## config.mk

```make
export PLATFORM = sky130hd
export DESIGN_NAME = ndarma_mac
export DESIGN_NICKNAME = d
export VERILOG_FILES = /design/src/sv/ndarma_pkg.sv /design/src/sv/ndarma_mac.sv
export SDC_FILE = /design/constraint.sdc
export NUM_CORES = 2
export LEC_CHECK = 0
export ABC_AREA = 1
export BUFFER_PORTS_ARGS = -buffer_cell sky130_fd_sc_hd__buf_2
export CAP_MARGIN = 40
export CORE_MARGIN = 8
export CORE_UTILIZATION = 40
export CTS_BUF_LIST = sky130_fd_sc_hd__clkbuf_4 sky130_fd_sc_hd__clkbuf_8
export CTS_CLUSTER_DIAMETER = 120
export DETAILED_ROUTE_END_ITERATION = 10
export PLACE_DENSITY_LB_ADDON = 0.1
export SYNTH_ARGS = -nofsm -noshare
export SYNTH_HDL_FRONTEND = slang
export SYNTH_SLANG_ARGS = --single-unit
```

## constraint.sdc

```tcl
create_clock -name clk -period 4.1 [get_ports clk]
set_input_delay 0.82 -clock clk [delete_from_list [all_inputs] [get_ports clk]]
set_output_delay 0.82 -clock clk [all_outputs]
set_load 0.01 [all_outputs]
```

## src/sv/ndarma_pkg.sv

```systemverilog
// Package for the noise-driven ARMA filter: widths, codes, sequencer states
// and the control bundle of the shared multiply-accumulate unit.
// No dependencies; every other file of the block imports it.
package ndarma_pkg;

    localparam int DATA_W     = 32;              // Q8.24 sample and coefficient width
    localparam int OPA_W      = DATA_W + 1;      // first operand, room for a negated coefficient
    localparam int PROD_W     = OPA_W + DATA_W;  // full product width
    localparam int ACC_W      = 48;              // accumulator, covers 65 rounded products
    localparam int FRAC_W     = 24;              // fraction bits of Q8.24
    localparam int MODE_W     = 3;
    localparam int INDEX_W    = 5;
    localparam int CFG_IDX_W  = 2;
    localparam int CFG_DATA_W = 6;
    localparam int AR_ORD_W   = 6;
    localparam int MA_ORD_W   = 5;

    localparam int DEF_AR_TAPS      = 32;
    localparam int DEF_MA_TAPS      = 16;
    localparam int DEF_SAMPLE_WIDTH = 32;

    typedef enum logic [MODE_W-1:0] {
        MODE_SAMPLE = 3'd0,
        MODE_AR     = 3'd1,
        MODE_MA     = 3'd2,
        MODE_GAIN   = 3'd3,
        MODE_STD    = 3'd4
    } mode_t;

    typedef enum logic [CFG_IDX_W-1:0] {
        CFG_AR_ORDER = 2'd0,
        CFG_MA_ORDER = 2'd1,
        CFG_ARMA_EN  = 2'd2
    } cfg_idx_t;

    typedef enum logic [3:0] {
        ST_IDLE,
        ST_EXC,
        ST_EXC_W,
        ST_ELATCH,
        ST_MA,
        ST_MA_W,
        ST_GAIN,
        ST_AR,
        ST_AR_W,
        ST_DONE
    } state_t;

    typedef struct packed {
        logic issue;  // a product enters the multiplier this cycle
        logic load;   // the accumulator takes the load value this cycle
    } mac_cmd_t;

endpackage

```

## src/sv/ndarma_mac.sv

```systemverilog
// Shared multiply-accumulate unit of the ARMA filter: a registered product
// followed by a Q8.24 rounding accumulator. Depends on ndarma_pkg.
module ndarma_mac import ndarma_pkg::*;
(
    input  logic                     clk,
    input  logic                     rst_n,
    input  mac_cmd_t                 cmd,
    input  logic signed [OPA_W-1:0]  op_a,
    input  logic signed [DATA_W-1:0] op_b,
    input  logic signed [ACC_W-1:0]  load_val,
    output logic signed [ACC_W-1:0]  acc
);

    localparam logic signed [PROD_W-1:0] ROUND_HALF = PROD_W'(1) <<< (FRAC_W - 1);

    logic signed [PROD_W-1:0] prod_reg;
    logic                     prod_v_reg;
    logic signed [ACC_W-1:0]  acc_reg;
    logic signed [PROD_W-1:0] biased;
    logic signed [PROD_W-1:0] shifted;
    logic signed [ACC_W-1:0]  term;

    // Round to nearest with ties toward plus infinity; the arithmetic shift
    // is a floor, which matches the fixed-point rounding rule.
    always_comb
    begin
        biased  = prod_reg + ROUND_HALF;
        shifted = biased >>> FRAC_W;
        term    = shifted[ACC_W-1:0];
    end

    always_ff @(posedge clk or negedge rst_n)
    begin
        if (!rst_n)
        begin
            prod_v_reg <= 1'b0;
        end
        else
        begin
            prod_v_reg <= cmd.issue;
        end
    end

    always_ff @(posedge clk)
    begin
        prod_reg <= PROD_W'(op_a) * PROD_W'(op_b);
        if (cmd.load)
        begin
            acc_reg <= load_val;
        end
        else if (prod_v_reg)
        begin
            acc_reg <= acc_reg + term;
        end
    end

    assign acc = acc_reg;

endmodule

```

==> results.py <==
metrics = {
    "timing": {
        "maxSlewHeadroom": 0.6030,
        "tightest_slew_ns": 0.5948,
        "finalCritPeriodShare": 1.669,
        "post-route-min-period_ns": 6.843,
        "slew_viol_final": 0,
        "hold_viol_final": 0,
        "rsz0062_at_grt": "yes",
        "setup_viol": 42,
        "fin_setup_tns_ns": -107.57,
        "finClkSkew_ns": 0.03000,
        "fmax_mhz": 146.1,
        "worst_slack_ns": -2.743,
    },
    "cells_and_area": {
        "drive_above_1_share": 0.2073,
        "synthToLayoutAreaGrowth_pct": 25.23,
        "fin_nets": 8542,
        "largest_reg_flops": 48,
    },
    "logic_synthesis": {
        "synth_area_um2": 47490,
        "seq_area_frac_synth": 0.04858,
        "synth.distinct_cells": 30,
        "synth-seq-cells": 91,
        "synth_area_per_cell_um2": 7.337,
        "syn-num-nets": 7932,
        "synth_cells": 6473,
        "ys_warn_count": 0,
    },
    "critical_path": {
        "cp.required_ns": 4.48,
        "crit_buf_inv": 10,
        "crit_fanout": 7,
        "cp_data_arrival_time_ns": 7.22,
        "start_kind": "primary input",
        "worstSetupPathType": "primary input to flip-flop",
        "slowest_delay_ns": 0.58,
        "slowest_stage": "fa_1",
        "reg2reg_slack_ns": 0.20,
        "crit_path_end_kind": "flip-flop",
        "path_delay_family": "adder cells",
    },
    "route": {
        "drtIter0Drc": 2405,
        "drc": 0,
        "viasPerCell": 4.736,
        "dr.pass1.iters": 6,
        "wl_per_cell_um": 18.63,
        "wl_mm": 160.7,
        "detail-route-antenna-nets": 0,
        "vias": 40850,
    },
    "clock_tree": {
        "clock_latency_ns": 0.47,
        "cts_root_buffer": "clkbuf_8",
        "clock_path_buffers": 2,
        "clk_pin_slew_worst_paths_ns": 0.12,
        "holdBufCountCts": 0,
        "htreeDepth": 3,
        "cts_sinks": 91,
        "cts_buffers": 9,
        "tritoncts": "built",
    },
    "floorplan": {
        "die_y_um": 360.6,
        "start_util": 0.4028,
        "fp.coreArea_um2": 117900,
        "fp.dieW_um": 360.6,
        "rows": 126,
        "io_pins": 165,
        "dieArea_um2": 130000,
    },
    "grt": {
        "grt_use_total": 0.2487,
        "first_global_vias": 43690,
        "grt_start_max_net_pins": 36,
        "grt_first_pass_wirelength_mm": 253.3,
        "grt-ovfl-total": 0,
        "antenna_found_initial": 3,
    },
    "status": {
        "status": "finished, violations left",
        "violations": "negative setup slack",
    },
    "flow_run": {
        "max_cap_violations": 0,
    },
    "placed_design": {
        "gp_congestion": 0.9529,
        "dpl.hpwl_mm": 139.4,
        "port_buffers": 164,
    },
    "hold_path": {
        "min_path_type": "primary input to async pin",
    },
}
==> cell usage in the layout (no fill, tap or decap), types with 39 or more instances in the layout <==
cell      Yosys  routed
nand2_2       0      87
ha_1        230     185
buf_2         0     125
buf_12        0      99
dfxtp_1      42      41
a21oi_1     125      65
nor2_1      301     194
buf_4         0     492
buf_6         0      83
edfxtp_1     48      48
fa_2          0      58
nand3_1     153     135
inv_1      1976    1860
inv_2         0     107
nor2_4        0      68
fa_1       1112    1054
nand2_1    1986    1841
ha_4          0      43
xor2_1       44      43
nor2_2        0      39
nand2_4       1      56
==> worst paths after layout <==
check,start,to,depth (start not counted)
max reg2reg,prod_reg[41],acc[43],20
min,rst_n,prod_v_reg,1
min reg2reg,prod_reg[64],acc[47],7
max,op_a[32],prod_reg[49],28
max in group asynchronous,rst_n,prod_v_reg,1
min in group clk,cmd[1],prod_v_reg,1
==> routing by layer <==
metal / GRT usage / routed length [um]
met1: 0.3367 / 71430
met4: 0.03840 / 2819
met2: 0.4418 / 79750
met3: 0.02228 / 6662
met5: 0 / 13
==> timing repair <==
action	CTS	global route
resized for setup	625	249
pin swaps	282	224
cloned	14	2
buffers inserted	72	36
endpoints found under the setup margin	42	48
==> cell usage after synthesis, drive strengths merged <==
cell type / number / share of area
buf: 4 / 0.00032
or2: 23 / 0.0030
nand3: 155 / 0.017
nor2: 301 / 0.024
nand3b: 8 / 0.0013
o21ai: 69 / 0.0073
fa: 1112 / 0.47
nand2: 1987 / 0.16
o211ai: 1 / 0.00016
a21oi: 125 / 0.013
nor4: 15 / 0.0020
dfxtp: 42 / 0.018
xor2: 44 / 0.0081
and2: 2 / 0.00026
inv: 1976 / 0.16
nor3: 28 / 0.0035
o31ai: 1 / 0.00016
o21bai: 15 / 0.0024
edfxtp: 48 / 0.030
dfrtp: 1 / 0.00053
ha: 230 / 0.061
clkbuf: 231 / 0.018
xnor2: 24 / 0.0044
and3: 2 / 0.00026
nand4: 28 / 0.0037
o21a: 1 / 0.00016
==> logic make-up (layout without fill, tap and decap cells) <==
kind of cell | Yosys count | count (layout) | synth area share
AND/OR/NAND/NOR | 2549 | 2549 | 0.2115
buffers and inverters | 2211 | 2825 | 0.1747
adder cells (fa/ha/maj) | 1342 | 1342 | 0.5293
AO/OA/AOI/OAI | 212 | 212 | 0.02329
flip-flops | 91 | 91 | 0.04858
XOR/XNOR | 68 | 68 | 0.01254
other | 0 | 1 | 0
==> stage by stage <==
step | setup WS [ns] | util | cells | hold slack [ns] | area (um2)
3_5_place_dp | -3.515 | 0.4677 | 8492 | 0.5963 | 55150
2_1_floorplan | -3.104 | - | 6473 | 0.5244 | 48610
4_1_cts | -2.645 | 0.4947 | 8589 | 0.09025 | 58340
3_3_place_gp | -3.454 | 0.4677 | 8492 | 0.5951 | 55150
6_report | -2.743 | 0.5044 | 8624 | 0.1307 | 59480
5_1_grt | -2.931 | 0.5044 | 8624 | 0.1095 | 59480
==> cell type report <==
cell class	count	area, um2
multi-input cells	4171	39640
inverters	1976	7441
flip-flops and latches	91	2308
clock inverters	5	60.06
fillers	11830	58450
well taps	1536	1922
diodes	1	2.502
clock buffers	10	131.4
repair buffers	834	7966
Power is left out: the tool's default activity adds up to more than one toggle a clock period on the data nets, which glitch-free logic cannot reach.
